--- src/rtl/rsnh_pkg.sv ---
// Package for the ray/sphere nearest-hit unit: widths, request kinds, register indexes and
// the channel and queue entry types. Used by every module of the block and by the testbench.
package rsnh_pkg;

   localparam int COORD_W = 32;
   localparam int DIR_W   = 16;
   localparam int DIST_W  = 31;
   localparam int DIR_FRAC = 14;
   localparam int ID_WIDTH = 16;
   // oc is 33 bits, oc*dir is 49 bits, the three-term sum 51 bits.
   localparam int OC_W    = 33;
   localparam int PROD_W  = 49;
   localparam int DOT_W   = 51;
   localparam int B_W     = 37;
   localparam int MAG_W   = 37;
   localparam int SQ_W    = 76;
   localparam int SQRT_W  = 38;

   // Configuration register indexes.
   localparam logic [2:0] REG_ORIGIN_X = 3'd0;
   localparam logic [2:0] REG_ORIGIN_Y = 3'd1;
   localparam logic [2:0] REG_ORIGIN_Z = 3'd2;
   localparam logic [2:0] REG_DIR_X    = 3'd3;
   localparam logic [2:0] REG_DIR_Y    = 3'd4;
   localparam logic [2:0] REG_DIR_Z    = 3'd5;

   typedef enum logic {
      KIND_TEST  = 1'b0,
      KIND_CLEAR = 1'b1
   } kind_type;

   typedef enum logic [1:0] {
      FE_IDLE,
      FE_DOT,
      FE_SQ,
      FE_PUSH
   } fe_state_type;

   typedef enum logic [1:0] {
      BE_IDLE,
      BE_SQRT,
      BE_DONE
   } be_state_type;

   // One sphere test or clear request.
   typedef struct packed {
      kind_type                  kind;
      logic [ID_WIDTH-1:0]       object_id;
      logic signed [COORD_W-1:0] center_x;
      logic signed [COORD_W-1:0] center_y;
      logic signed [COORD_W-1:0] center_z;
      logic [DIST_W-1:0]         sphere_radius;
   } req_type;

   // One result.
   typedef struct packed {
      logic                hit;
      logic [1:0]          root_count;
      logic [DIST_W-1:0]   hit_distance;
      logic                is_nearest;
      logic                nearest_valid;
      logic [ID_WIDTH-1:0] nearest_id;
   } rsp_type;

   // One classified request on its way from front to back.
   typedef struct packed {
      logic              clear;
      logic [1:0]        roots;
      logic signed [B_W-1:0] b;
      logic [SQ_W-1:0]   delta;
      logic [ID_WIDTH-1:0] id;
   } job_type;

endpackage

--- src/rtl/rsnh_back.sv ---
// Back part: bit-serial square root, nearest root selection and nearest-hit record.
// Depends on rsnh_pkg.
module rsnh_back
   import rsnh_pkg::*;
(
   input  logic                clock,
   input  logic                reset,
   input  logic                job_valid,
   output logic                job_ready,
   input  job_type             job,
   output logic                out_valid,
   input  logic                out_ready,
   output logic                out_hit,
   output logic [1:0]          out_roots,
   output logic [DIST_W-1:0]   out_dist,
   output logic                out_nearest,
   output logic                out_nvalid,
   output logic [ID_WIDTH-1:0] out_nid
);

   be_state_type state_ff, state_in;
   job_type      job_ff;
   logic [SQ_W-1:0]   rem_ff, rem_in;
   logic [SQRT_W-1:0] root_ff, root_in;
   logic [5:0]        bit_ff, bit_in;
   logic [DIST_W-1:0] best_dist_ff;
   logic              best_valid_ff;
   logic [ID_WIDTH-1:0] best_id_ff;
   logic              out_valid_ff, out_hit_ff, out_nearest_ff, out_nvalid_ff;
   logic [1:0]        out_roots_ff;
   logic [DIST_W-1:0] out_dist_ff;
   logic [ID_WIDTH-1:0] out_nid_ff;
   logic [SQ_W+1:0]   trial;
   logic signed [B_W+1:0] nb, d1, d2, dsel;
   logic found;
   logic [DIST_W-1:0] dsat;
   logic load, take;

   // Restoring square root, one result bit a cycle.
   always_comb begin
      trial = ((SQ_W+2)'(root_ff) << (bit_ff + 6'd1)) +
              ((SQ_W+2)'(1) << (7'(bit_ff) << 1));
   end

   always_comb begin
      nb = -(B_W+2)'(job_ff.b);
      d1 = nb + (B_W+2)'(root_ff);
      d2 = nb - (B_W+2)'(root_ff);
      found = 1'b0;
      dsel  = '0;
      if (!job_ff.clear) begin
         if (job_ff.roots == 2'd1) begin
            found = !nb[B_W+1];
            dsel  = nb;
         end else if (job_ff.roots == 2'd2) begin
            if (!d2[B_W+1]) begin
               found = 1'b1; dsel = d2;
            end else if (!d1[B_W+1]) begin
               found = 1'b1; dsel = d1;
            end
         end
      end
      dsat = (dsel > (B_W+2)'({DIST_W{1'b1}})) ? {DIST_W{1'b1}} : dsel[DIST_W-1:0];
   end

   // A result is registered when the output register is free; a closer hit takes the record.
   assign load = (state_ff == BE_DONE) && (!out_valid_ff || out_ready);
   assign take = found && (!best_valid_ff || dsat < best_dist_ff);

   always_comb begin
      state_in  = state_ff;
      rem_in    = rem_ff;
      root_in   = root_ff;
      bit_in    = bit_ff;
      job_ready = 1'b0;
      unique case (state_ff)
         BE_IDLE: begin
            job_ready = 1'b1;
            rem_in  = job.delta;
            root_in = '0;
            bit_in  = 6'(SQRT_W-1);
            if (job_valid) state_in = (job.roots == 2'd2) ? BE_SQRT : BE_DONE;
         end
         BE_SQRT: begin
            if (trial <= (SQ_W+2)'(rem_ff)) begin
               rem_in  = rem_ff - SQ_W'(trial);
               root_in = root_ff | (SQRT_W'(1) << bit_ff);
            end
            bit_in = bit_ff - 6'd1;
            if (bit_ff == 6'd0) state_in = BE_DONE;
         end
         BE_DONE: begin
            if (!out_valid_ff || out_ready) state_in = BE_IDLE;
         end
         default: state_in = BE_IDLE;
      endcase
   end

   // Record update and output register.
   always_ff @(posedge clock) begin
      if (reset) begin
         state_ff      <= BE_IDLE;
         out_valid_ff  <= 1'b0;
         best_valid_ff <= 1'b0;
         best_dist_ff  <= '0;
         best_id_ff    <= '0;
      end else begin
         state_ff <= state_in;
         if (load) out_valid_ff <= 1'b1;
         else if (out_ready) out_valid_ff <= 1'b0;
         if (load && job_ff.clear) begin
            best_valid_ff <= 1'b0;
            best_dist_ff  <= '0;
            best_id_ff    <= '0;
         end else if (load && take) begin
            best_valid_ff <= 1'b1;
            best_dist_ff  <= dsat;
            best_id_ff    <= job_ff.id;
         end
      end
      if (load) begin
         out_hit_ff     <= found;
         out_roots_ff   <= job_ff.roots;
         out_dist_ff    <= found ? dsat : '0;
         out_nearest_ff <= take;
         out_nvalid_ff  <= job_ff.clear ? 1'b0 : (take || best_valid_ff);
         out_nid_ff     <= job_ff.clear ? '0 : (take ? job_ff.id : best_id_ff);
      end
      rem_ff  <= rem_in;
      root_ff <= root_in;
      bit_ff  <= bit_in;
      if (state_ff == BE_IDLE && job_valid) job_ff <= job;
   end

   assign out_valid   = out_valid_ff;
   assign out_hit     = out_hit_ff;
   assign out_roots   = out_roots_ff;
   assign out_dist    = out_dist_ff;
   assign out_nearest = out_nearest_ff;
   assign out_nvalid  = out_nvalid_ff;
   assign out_nid     = out_nid_ff;

   a_nearest_hit: assert property (@(posedge clock) disable iff (reset)
      out_valid_ff && out_nearest_ff |-> out_hit_ff && out_nvalid_ff)
      else $error("nearest w/o hit");
   a_miss_zero: assert property (@(posedge clock) disable iff (reset)
      out_valid_ff && !out_hit_ff |-> out_dist_ff == '0) else $error("miss distance");
   a_hit_roots: assert property (@(posedge clock) disable iff (reset)
      out_valid_ff && out_hit_ff |-> out_roots_ff != 2'd0) else $error("hit without roots");

endmodule

--- config.mk ---
export PLATFORM = sky130hd
export DESIGN_NAME = rsnh_back
export DESIGN_NICKNAME = d
export VERILOG_FILES = /design/src/rtl/rsnh_pkg.sv /design/src/rtl/rsnh_back.sv
export SDC_FILE = /design/constraint.sdc
export NUM_CORES = 1
export LEC_CHECK = 0
export BUFFER_PORTS_ARGS = -buffer_cell sky130_fd_sc_hd__buf_4
export CAP_MARGIN = 0
export CORE_ASPECT_RATIO = 0.6
export CORE_MARGIN = 2
export CORE_UTILIZATION = 36
export DETAILED_ROUTE_END_ITERATION = 8
export PLACE_DENSITY_LB_ADDON = 0.12
export RECOVER_POWER = 50
export SYNTH_ARGS = -nofsm -noshare
export SYNTH_HDL_FRONTEND = slang
export SYNTH_SLANG_ARGS = --single-unit
--- constraint.sdc ---
create_clock -name clock -period 16.4 [get_ports clock]
set_clock_uncertainty 0.15 [all_clocks]
set_input_delay 3.28 -clock clock [delete_from_list [all_inputs] [get_ports clock]]
set_output_delay 3.28 -clock clock [all_outputs]
set_load 0.05 [all_outputs]
==> reports/metrics.cfg <==
[run_status]
status = finished, violations left
violations = capacitance limit, slew limit

[clock_network]
hold_buffers = 0
cts_buffer_depth = 3
numCtsBuffers = 31
postCtsSetupBuffers = 0
cts.repair.resized = 0
htree_levels = 1
cts_tree = built
cts_root_buf = clkbuf_16
cts.clk_slew.worst_paths_ns = 0.07
clock_latency_ns = 0.66
cts_sinks = 279

[routing]
drt-wirelength-per-cell_um = 23.3
drt-pass1-iter-count = 6
ant_nets = 0
drtIter0Drc = 3307
met1_length_um = 62700
via_per_inst = 5.79
wirelength_um = 118000
highest-signal-layer = met5
drc = 0
wl_met3_um = 14100
wl_met2_um = 40000
vias = 29320

[yosys]
yosys.area_share.simple = 0.191
synthTopCellsByCount = 355 x nor2_1, 320 x a21oi_1, 312 x nand2_1
syn_area_sq_mm = 0.0310
synth_adder_area_share = 0.125
synth_compound_area_frac = 0.243
synthTopCellsByArea = edfxtp_1 22%, ha_1 12%, a21oi_1 5.2%, nor2_1 4.3%, xnor2_1 4.0%
synth_top_area_cell = edfxtp_1
synthArstFlopShare = 0
seq_area_frac_synth = 0.254
synth_fp_nets = 4268
ys.flop_type = edfxtp_1
yosys_warnings = 0
yosys.cell_count.top_type = nor2_1
muxShareOfSynthArea = 0.0538
synthDominantCellAreaShare = 0.221
synth-edff-count = 228
syn-instance-count = 3823
synth_cell_types = 122
post_synth_xor_area_fraction = 0.0666
avgSynthCellArea_sq_um = 8.12
synth-seq-cells = 279
synth_top_family_by_area = compound AO/OA/AOI/OAI gates

[timing]
rsz0062_at_grt = false
slew_headroom = -1.17
worst_slew_pin_slew_ns = 3.25
hold_violations = 0
fin_crit_ns = 12.44
fin_crit_sh = 0.759
setup_viol = 0
finalMaxSlewViolations = 279
tns_ns = 0
fmax_mhz = 80.4
whs_ns = 0.318

[grt]
grt_pass1_wl_um = 175000
grt_start_max_net_pins = 82
grt-ovfl-total = 0
antenna_found_initial = 6
track_usage = 0.258
grt_pass1_vias = 26331

[power_and_ir_drop]
power_density_mw_per_mm2 = 111
power.total_mw = 3.81
switching_power_mw = 1.76
clkPwrFrac = 0.203
power_leakage_nw = 13.9
vdd_drop_max_mv = 0.0879
combPwrFrac = 0.546
seq_power_share = 0.252
p_int_mw = 2.04
swShare = 0.463

[worst_setup_path]
slowest_delay_ns = 0.79
cp_common_cell = a21o_1
worst-path-buf-inv = 2
path_class = reg -> reg
required_ns = 16.74
arrival_ns = 12.78
crit_family = simple AND/OR/NAND/NOR gates
cp-end-kind = flop
worstPathMaxFanout = 57
start_kind = flop
crit_path_top_delay_cell = nand3_1

[layout]
fillCellCount = 8941
regArea_sq_mm = 0.00787
nets = 4337
utilization = 0.400
areaGrowthSynthToFinish_pct = 10.3
multiInputGateArea_sq_mm = 0.0211
drive_gt1_frac = 0.103

[floorplanning]
start_util = 0.363
fp.dieArea_sq_mm = 0.0886
num_io_pins = 190
core_sq_mm = 0.0855
die_h_um = 231
rows = 83
die_x_um = 383

[placement]
io_buffer_count = 189
gp_congestion = 1.05
dp_hpwl_um = 95400

[flow_run]
cap_violations = 5

[worst_hold_path]
hold_path_class = reg -> reg

## stage by stage
step | setup WS (ns) | instance area (sq um) | cells
after floorplan | 2.82 | 31000 | 3823
after global placement | 4.54 | 33400 | 5006
after detailed placement | 4.39 | 33400 | 5006
after CTS | 4.37 | 34500 | 5064
after global routing | 3.37 | 34200 | 5064
final | 3.96 | 34200 | 5065
## power groups by stage
stage	clock, mW	sequential, mW	combinational, mW
6_report	0.772	0.957	2.08
3_5_place_dp	0	0.968	2.01
3_3_place_gp	0	0.971	2.04
4_1_cts	0.798	0.955	2.03
5_1_grt	0.823	0.968	2.26
2_1_floorplan	0	0.959	1.42
## tightest hold or removal path, delay by kind of cell, from the launching register on
kind / cells / cell delay [ns]
compound gates: 1 / 0.06
simple gates: 1 / 0.06
flops: 1 / 0.31
## cells in the final DEF (no fill, tap or decap), types with 111 or more instances in the layout
master    synthesis  final
a21oi_1         320    320
buf_4             7    117
edfxtp_1        228    228
ha_1            306    306
inv_1           311    311
nand2_1         312    312
nand3_1         111    111
nor2_1          355    354
o21ai_0         217    217
xnor2_1         140    140
## per-layer routing
layer	track usage	vias up
met1	0.441	13952
li1	-	13961
met3	0.0801	79
met4	0.0292	2
met2	0.301	1326
met5	0	-
## worst paths after layout
kind                 startpoint               to  slack (ns)  cells past startpoint
hold / removal    best_id_ff[4]    best_id_ff[4]        0.32                      2
hold reg to reg   best_id_ff[4]    best_id_ff[4]        0.32                      2
setup / recovery     job_ff[96]  best_dist_ff[1]        3.96                     33
setup reg to reg     job_ff[96]  best_dist_ff[1]        3.96                     33
## state kept, by name, indices dropped and copies added, names as in the netlist, 2 cells and up
signal and flops:
rem_ff 76, root_ff 38, job_ff 56, out_roots 2, out_nid 16, bit_ff 6, best_id_ff 16, state_ff 2
best_dist_ff 31, out_dist 31
## layout make-up
type | count | share of cell area
antenna | 1 | 0.0000731
clock buffer | 39 | 0.0254
clock inverter | 19 | 0.00633
inverter | 315 | 0.0346
multi-input combinational | 3029 | 0.618
sequential | 279 | 0.230
tap | 1147 | 0.0419
timing repair buffer | 236 | 0.0440
## kinds of logic after synthesis
kind of cell               Yosys count
buffers and inverters              515
DFF                                279
AOI/OAI and AO/OA                 1149
and+or+nand+nor                   1216
xor gates and xnor gates           226
adders and majority gates          309
muxes                              129
Power figures use the tool's default switching activity.
