[src/rtl/rsnh_pkg.sv]
// Package for the ray/sphere nearest-hit unit: widths, request kinds, register indexes and
// the channel and queue entry types. Used by every module of the block and by the testbench.
package rsnh_pkg;

   localparam int COORD_W = 32;
   localparam int DIR_W   = 16;
   localparam int DIST_W  = 31;
   localparam int DIR_FRAC = 14;
   localparam int ID_WIDTH = 16;
   // oc is 33 bits, oc*dir is 49 bits, the three-term sum 51 bits.
   localparam int OC_W    = 33;
   localparam int PROD_W  = 49;
   localparam int DOT_W   = 51;
   localparam int B_W     = 37;
   localparam int MAG_W   = 37;
   localparam int SQ_W    = 76;
   localparam int SQRT_W  = 38;

   // Configuration register indexes.
   localparam logic [2:0] REG_ORIGIN_X = 3'd0;
   localparam logic [2:0] REG_ORIGIN_Y = 3'd1;
   localparam logic [2:0] REG_ORIGIN_Z = 3'd2;
   localparam logic [2:0] REG_DIR_X    = 3'd3;
   localparam logic [2:0] REG_DIR_Y    = 3'd4;
   localparam logic [2:0] REG_DIR_Z    = 3'd5;

   typedef enum logic {
      KIND_TEST  = 1'b0,
      KIND_CLEAR = 1'b1
   } kind_type;

   typedef enum logic [1:0] {
      FE_IDLE,
      FE_DOT,
      FE_SQ,
      FE_PUSH
   } fe_state_type;

   typedef enum logic [1:0] {
      BE_IDLE,
      BE_SQRT,
      BE_DONE
   } be_state_type;

   // One sphere test or clear request.
   typedef struct packed {
      kind_type                  kind;
      logic [ID_WIDTH-1:0]       object_id;
      logic signed [COORD_W-1:0] center_x;
      logic signed [COORD_W-1:0] center_y;
      logic signed [COORD_W-1:0] center_z;
      logic [DIST_W-1:0]         sphere_radius;
   } req_type;

   // One result.
   typedef struct packed {
      logic                hit;
      logic [1:0]          root_count;
      logic [DIST_W-1:0]   hit_distance;
      logic                is_nearest;
      logic                nearest_valid;
      logic [ID_WIDTH-1:0] nearest_id;
   } rsp_type;

   // One classified request on its way from front to back.
   typedef struct packed {
      logic              clear;
      logic [1:0]        roots;
      logic signed [B_W-1:0] b;
      logic [SQ_W-1:0]   delta;
      logic [ID_WIDTH-1:0] id;
   } job_type;

endpackage

[src/rtl/rsnh_queue.sv]
// Two-entry queue between front and back parts.
// Depends on rsnh_pkg.
module rsnh_queue
   import rsnh_pkg::*;
(
   input  logic    clock,
   input  logic    reset,
   input  logic    push_valid,
   output logic    push_ready,
   input  job_type push_data,
   output logic    pop_valid,
   input  logic    pop_ready,
   output job_type pop_data
);

   job_type mem_ff [2];
   logic wr_ff, rd_ff;
   logic [1:0] cnt_ff;
   logic push, pop;

   assign push_ready = (cnt_ff != 2'd2);
   assign pop_valid  = (cnt_ff != 2'd0);
   assign pop_data   = mem_ff[rd_ff];
   assign push = push_valid && push_ready;
   assign pop  = pop_valid && pop_ready;

   always_ff @(posedge clock) begin
      if (reset) begin
         wr_ff  <= 1'b0;
         rd_ff  <= 1'b0;
         cnt_ff <= 2'd0;
      end else begin
         if (push) wr_ff <= ~wr_ff;
         if (pop)  rd_ff <= ~rd_ff;
         cnt_ff <= cnt_ff + 2'(push) - 2'(pop);
      end
      if (push) mem_ff[wr_ff] <= push_data;
   end

   a_cnt_range: assert property (@(posedge clock) disable iff (reset)
      cnt_ff != 2'd3) else $error("queue count overflow");
   a_ptr_match: assert property (@(posedge clock) disable iff (reset)
      (cnt_ff == 2'd0 || cnt_ff == 2'd2) |-> wr_ff == rd_ff) else $error("queue ptr");
   a_pop_empty: assert property (@(posedge clock) disable iff (reset)
      cnt_ff == 2'd0 |=> !(($past(pop)))) else $error("queue popped empty");

endmodule

[config.mk]
export PLATFORM = sky130hd
export DESIGN_NAME = rsnh_queue
export DESIGN_NICKNAME = d
export VERILOG_FILES = /design/src/rtl/rsnh_pkg.sv /design/src/rtl/rsnh_queue.sv
export SDC_FILE = /design/constraint.sdc
export NUM_CORES = 1
export LEC_CHECK = 0
export BUFFER_PORTS_ARGS = -buffer_cell sky130_fd_sc_hd__buf_2
export CORE_ASPECT_RATIO = 1.25
export CORE_MARGIN = 4
export CORE_UTILIZATION = 56
export CTS_CLUSTER_DIAMETER = 120
export CTS_CLUSTER_SIZE = 8
export DETAILED_ROUTE_END_ITERATION = 8
export HOLD_SLACK_MARGIN = 0.1
export PLACE_DENSITY = 0.95
export SYNTH_ARGS = -nofsm -noshare
export SYNTH_HDL_FRONTEND = slang
export SYNTH_SLANG_ARGS = --single-unit
[constraint.sdc]
create_clock -name clock -period 19.3 [get_ports clock]
set_input_delay 2.895 -clock clock [delete_from_list [all_inputs] [get_ports clock]]
set_output_delay 2.895 -clock clock [all_outputs]
set_load 0.005 [all_outputs]
==> run_results.csv, run 1 <==
group,metric,value,unit
sta,slew_violations,0,
synthesis,yosysWarnings,0,
routing,drcViolationCount,0,
routing,viasPerCell,5.330,
sta,rsz0062_at_grt,"false",
place,gp_congestion,0.7875,
synthesis,avgSynthCellArea,23.18,um2
grt,grt_antenna_before_repair,5,
clock_tree,post_cts_buffers,0,
sta,period_needed,5.271,ns
final_layout,syn_to_final_growth,26.10,%
place,dp_hpwl,13380,um
routing,drt_iter0_drc,332,
flow_run,cap_violations,0,
place,placed_area,11620,um2
routing,ant_nets,0,
sta,setup_ws,14.03,ns
power,internal-power,1.312,mW
synthesis,netlist_instances,435,
clock_tree,cts-buffers-inserted,39,
routing,first_pass_iters,4,
grt,grt_use_total,0.1881,
critical_path,critPathRequiredTime,16.41,ns
final_layout,post-route-util,0.7238,
sta,period_share,0.2731,
clock_tree,clkSinkCount,269,
sta,whs,0.5692,ns
final_layout,final_cell_area,12710,um2
floorplan,die_w,128.0,um
grt,grt_pass1_vias,5564,
critical_path,cp-start-kind,"flop",
grt,grt-ovfl-total,0,
routing,vias,5207,
final_layout,stdcell_count,977,
critical_path,reg2regPathDepth,3,
floorplan,die_h,158.0,um
critical_path,critPathMaxFanout,60,
grt,grt_max_degree,82,
clock_tree,clk_latency,0.49,ns
power,power,1.723,mW
critical_path,cp-end-kind,"output pin",
clock_tree,cts_root_buffer,"clkbuf_16",
clock_tree,ctsResizeCount,0,
sta,finClkSkew,0.01050,ns
power,clkPwrFrac,0.344,
grt,grt_pass1_wl,29200,um
power,swShare,0.2384,
floorplan,core,17570,um2
final_layout,fin_nets,873,
min_path,hold_path.class,"reg2reg",
floorplan,num_rows,54,
routing,post_drt_wl_per_cell,20.41,um
sta,max_freq,189.7,MHz
routing,drt-total-wl,19940,um
power,peakVddDrop,0.09982,mV
floorplan,initial_core_util,0.5740,
critical_path,regToRegEndpoint,"mem_ff[1][105]",
place,post-place-cells,918,
power,p_leak,4.949,nW
synthesis,synth_fp_nets,573,
power,power_density,135.5,nW/um2
clock_tree,path_clk_slew,0.05,ns
place,place.port_buffers,269,
sta,tightest_slew,1.108,ns
clock_tree,ctsHoldBuffers,0,
sta,hold_violations,0,
synthesis,syn-cell-area,10080,um2
power,seqPwrFrac,0.443,
outcome,status,"finished, final reports clean",
place,dp_worst_setup_slack,14.23,ns
critical_path,r2r_start,"cnt_ff[0]",
sta,setup_tns,0,ns
synthesis,synth-seq-cells,269,
critical_path,worstSetupEndpoint,"pop_data[131]",
floorplan,dieArea,20230,um2
critical_path,crit_type,"reg2out",
floorplan,ios,270,
clock_tree,h-tree-depth,2,
sta,slew_headroom,0.2611,
synthesis,synth_seq_area_share,0.7961,
power,power_frac_comb,0.212,
clock_tree,cts_max_path_buffers,3,
final_layout,final_layout_size_suffix_gt1_frac,0.6032,
critical_path,arrival,2.38,ns
clock_tree,tritoncts,"yes",
power,p_sw,0.4107,mW
synthesis,ys_types,18,
sta,setup_viol,0,
critical_path,r2r_slack,16.65,ns
[critical path, stage by stage (launching register included)]
cell and delay, ns:
dfxtp_4 0.50, buf_4 0.75, mux2_2 0.42, buf_2 0.14
[power by group through the flow]
stage / combinational [mW] / clock [mW] / sequential [mW]
2_1_floorplan: 0.241 / 0 / 0.774
5_1_grt: 0.392 / 0.638 / 0.768
6_report: 0.366 / 0.593 / 0.763
4_1_cts: 0.372 / 0.606 / 0.764
3_3_place_gp: 0.354 / 0 / 0.766
3_5_place_dp: 0.369 / 0 / 0.774
[layout by cell type (no fill, tap or decap)]
cell type	n
ha_1	2
nor2_1	4
or2_2	1
diode_2	2
nand2b_1	1
inv_1	1
dfxtp_4	1
nor2b_1	2
mux2_4	80
dfxtp_1	4
clkinv_2	1
buf_2	269
and3_4	1
clkbuf_1	15
xnor2_1	2
xor2_1	1
edfxtp_1	264
nor2_4	1
buf_4	5
mux2_2	53
clkbuf_16	41
nand2_1	1
o21a_1	1
[final cells by class]
cell class | count | area, um2
clock buffers | 56 | 1082
diodes | 2 | 5.005
fillers | 1071 | 4852
multi-input cells | 150 | 1923
well taps | 224 | 280.3
clock inverters | 1 | 5.005
repair buffers | 274 | 1384
flip-flops and latches | 269 | 8031
inverters | 1 | 3.754
[worst min-delay path by stage]
stage / to / slack [ns] / cells past startpoint / start
finish: rd_ff / 0.57 / 2 / rd_ff
global route: rd_ff / 0.61 / 2 / rd_ff
CTS: rd_ff / 0.58 / 2 / rd_ff
detailed placement: rd_ff / 0.57 / 2 / rd_ff
global placement: rd_ff / 0.50 / 2 / rd_ff
floorplan: flop / 0.48 / 2 / rd_ff
[cell families after synthesis]
family          after synthesis  share of synthesized area
fa+ha+maj                     2                   0.002481
mux                         133                     0.1783
buf+inv                      16                    0.01439
flops                       269                     0.7961
simple gates                 11                   0.005336
xor+xnor                      3                   0.002606
compound gates                1                  0.0007448
[per-layer routing]
layer | vias to the layer above | wire, um | GRT usage
li1 | 2328 | - | -
met1 | 2561 | 6913 | 0.2078
met2 | 259 | 10730 | 0.3380
met3 | 53 | 1654 | 0.06007
met4 | 6 | 592 | 0.07230
met5 | - | 45 | 0
[state kept, by name, summed over array words and instances (netlist names), named ones only]
register / cells
mem_ff: 264
rd_ff: 1
cnt_ff: 2
wr_ff: 1
[Yosys cell counts, drive strengths merged]
master	n	area [um2]
edfxtp	264	7928
nor2b	2	12.51
ha	2	25.02
xor2	1	8.760
nor2	5	18.77
mux2	133	1798
nand2b	1	6.260
o21a	1	7.510
nand2	1	3.750
and3	1	6.260
inv	1	3.750
xnor2	2	17.52
dfxtp	5	100.1
or2	1	6.260
buf	15	141.4
Note: power is estimated with default switching activity, not from simulation.
==> inputs of run 2 (changes only) <==
Settings changed: CORE_UTILIZATION 56 to 52, PLACE_DENSITY 0.95 to 0.9.
Clock period 19.3 ns to 5.2 ns, I/O delays scaled along.
==> run_results.csv, run 2 (synthesis results as in run 1) <==
group,metric,value,unit
outcome,status,"finished, final reports clean",
critical_path,crit_type,"reg2out",
grt,grt_use_total,0.1716,
clock_tree,cts-buffers-inserted,39,
clock_tree,cts_max_path_buffers,3,
power,power_density,499.9,nW/um2
floorplan,die_w,132.6,um
flow_run,cap_violations,0,
floorplan,ios,270,
critical_path,cp-end-kind,"output pin",
final_layout,largest-register,"mem_ff",
place,place.port_buffers,269,
critical_path,cp_cell_sequence,"buf_12 > mux2_4 > buf_2",
grt,grt_pass1_vias,5509,
critical_path,critPathTopFamily,"flip-flops",
routing,vias,5063,
place,post-place-cells,926,
floorplan,initial_core_util,0.5330,
final_layout,largest_register_ff_count,264,
floorplan,core,18920,um2
clock_tree,clk_latency,0.50,ns
clock_tree,clkSinkCount,269,
final_layout,stdcell_count,988,
critical_path,critPathRequiredTime,4.42,ns
routing,drcViolationCount,0,
floorplan,die_h,163.7,um
floorplan,dieArea,21700,um2
grt,grt_antenna_before_repair,3,
sta,setup_viol,0,
sta,rsz0062_at_grt,"false",
clock_tree,post_cts_buffers,0,
critical_path,crit_buf_inv,2,
critical_path,r2r_slack,2.90,ns
final_layout,post-route-util,0.6743,
final_layout,final_cell_area,12760,um2
sta,setup_ws,1.907,ns
routing,post_drt_wl_per_cell,19.38,um
sta,finClkSkew,0.01742,ns
floorplan,num_rows,56,
critical_path,critPathMaxStageDelay,0.95,ns
routing,drt-total-wl,19150,um
place,dp_worst_setup_slack,2.368,ns
clock_tree,h-tree-depth,2,
clock_tree,ctsResizeCount,0,
power,p_leak,4.956,nW
sta,period_needed,3.293,ns
power,peakVddDrop,0.4775,mV
final_layout,fin_nets,873,
critical_path,worst_path_max_delay_cell,"dfxtp_4",
min_path,min_path_cells,1,
sta,tightest_slew,0.9848,ns
clock_tree,cts_root_buffer,"clkbuf_16",
grt,grt_max_degree,78,
clock_tree,ctsHoldBuffers,0,
sta,max_freq,303.7,MHz
sta,whs,0.4622,ns
sta,setup_tns,0,ns
grt,grt_pass1_wl,28890,um
final_layout,reg_top3,"mem_ff (264), cnt_ff (2)",
min_path,hold_start,"push_data[23]",
clock_tree,path_clk_slew,0.05,ns
routing,drt_iter0_drc,316,
routing,viasPerCell,5.124,
sta,period_share,0.6333,
routing,ant_nets,0,
power,power,6.376,mW
final_layout,final_common_cell,"buf_2",
critical_path,arrival,2.51,ns
final_layout,final_layout_size_suffix_gt1_frac,0.6029,
sta,hold_violations,0,
critical_path,critPathMaxFanout,68,
critical_path,regToRegEndpoint,"mem_ff[1][113]",
place,gp_congestion,0.7295,
critical_path,cp-start-kind,"flop",
final_layout,syn_to_final_growth,26.50,%
place,dp_hpwl,12930,um
critical_path,reg2regPathDepth,3,
min_path,hold_end,"mem_ff[1][23]",
sta,slew_violations,0,
final_layout,final_cell_mix,"buf_2 (269), edfxtp_1 (264), mux2_4 (80), mux2_2 (53), clkbuf_16 (40)",
grt,grt-ovfl-total,0,
critical_path,r2r_start,"cnt_ff[0]",
clock_tree,tritoncts,"yes",
routing,first_pass_iters,4,
sta,slew_headroom,0.3435,
place,placed_area,11660,um2
min_path,hold_path.class,"in2reg",
## run 2: power by group
group          internal [mW]  switching, mW
Combinational          0.724          0.572
Clock                   1.39          0.812
Sequential              2.73          0.143
Total                   4.85           1.53
## run 2: worst max path at each step
stage | start | end | slack (ns) | cells after the start
after floorplan | push_valid | mem_ff[0][0] | 0.46 | 2
after global placement | flop | pop_data[35] | 2.39 | 3
after detailed placement | flop | pop_data[12] | 2.37 | 3
after CTS | flop | pop_data[12] | 1.82 | 3
after global routing | flop | pop_data[12] | 1.77 | 3
final | flop | pop_data[104] | 1.91 | 3
## run 2: layer usage
metal	up-vias	GRT usage	routed length, um
met3	47	0.05392	1358
met4	2	0.07372	681
li1	2326	-	-
met5	-	0	13
met2	221	0.3161	10410
met1	2467	0.1809	6686
## run 2: cell type report
cell class | instances | area, um2
inverters | 1 | 3.754
fillers | 1209 | 6162
well taps | 232 | 290.3
clock inverters | 3 | 30.03
diodes | 3 | 7.507
repair buffers | 274 | 1409
flip-flops and latches | 269 | 8031
clock buffers | 56 | 1061
multi-input cells | 150 | 1923
## run 2: worst reg2reg max path, stage by stage (launching register included)
cell and delay, ns:
dfxtp_1 0.38, nand2b_1 0.18, and3_4 0.75, buf_4 0.60
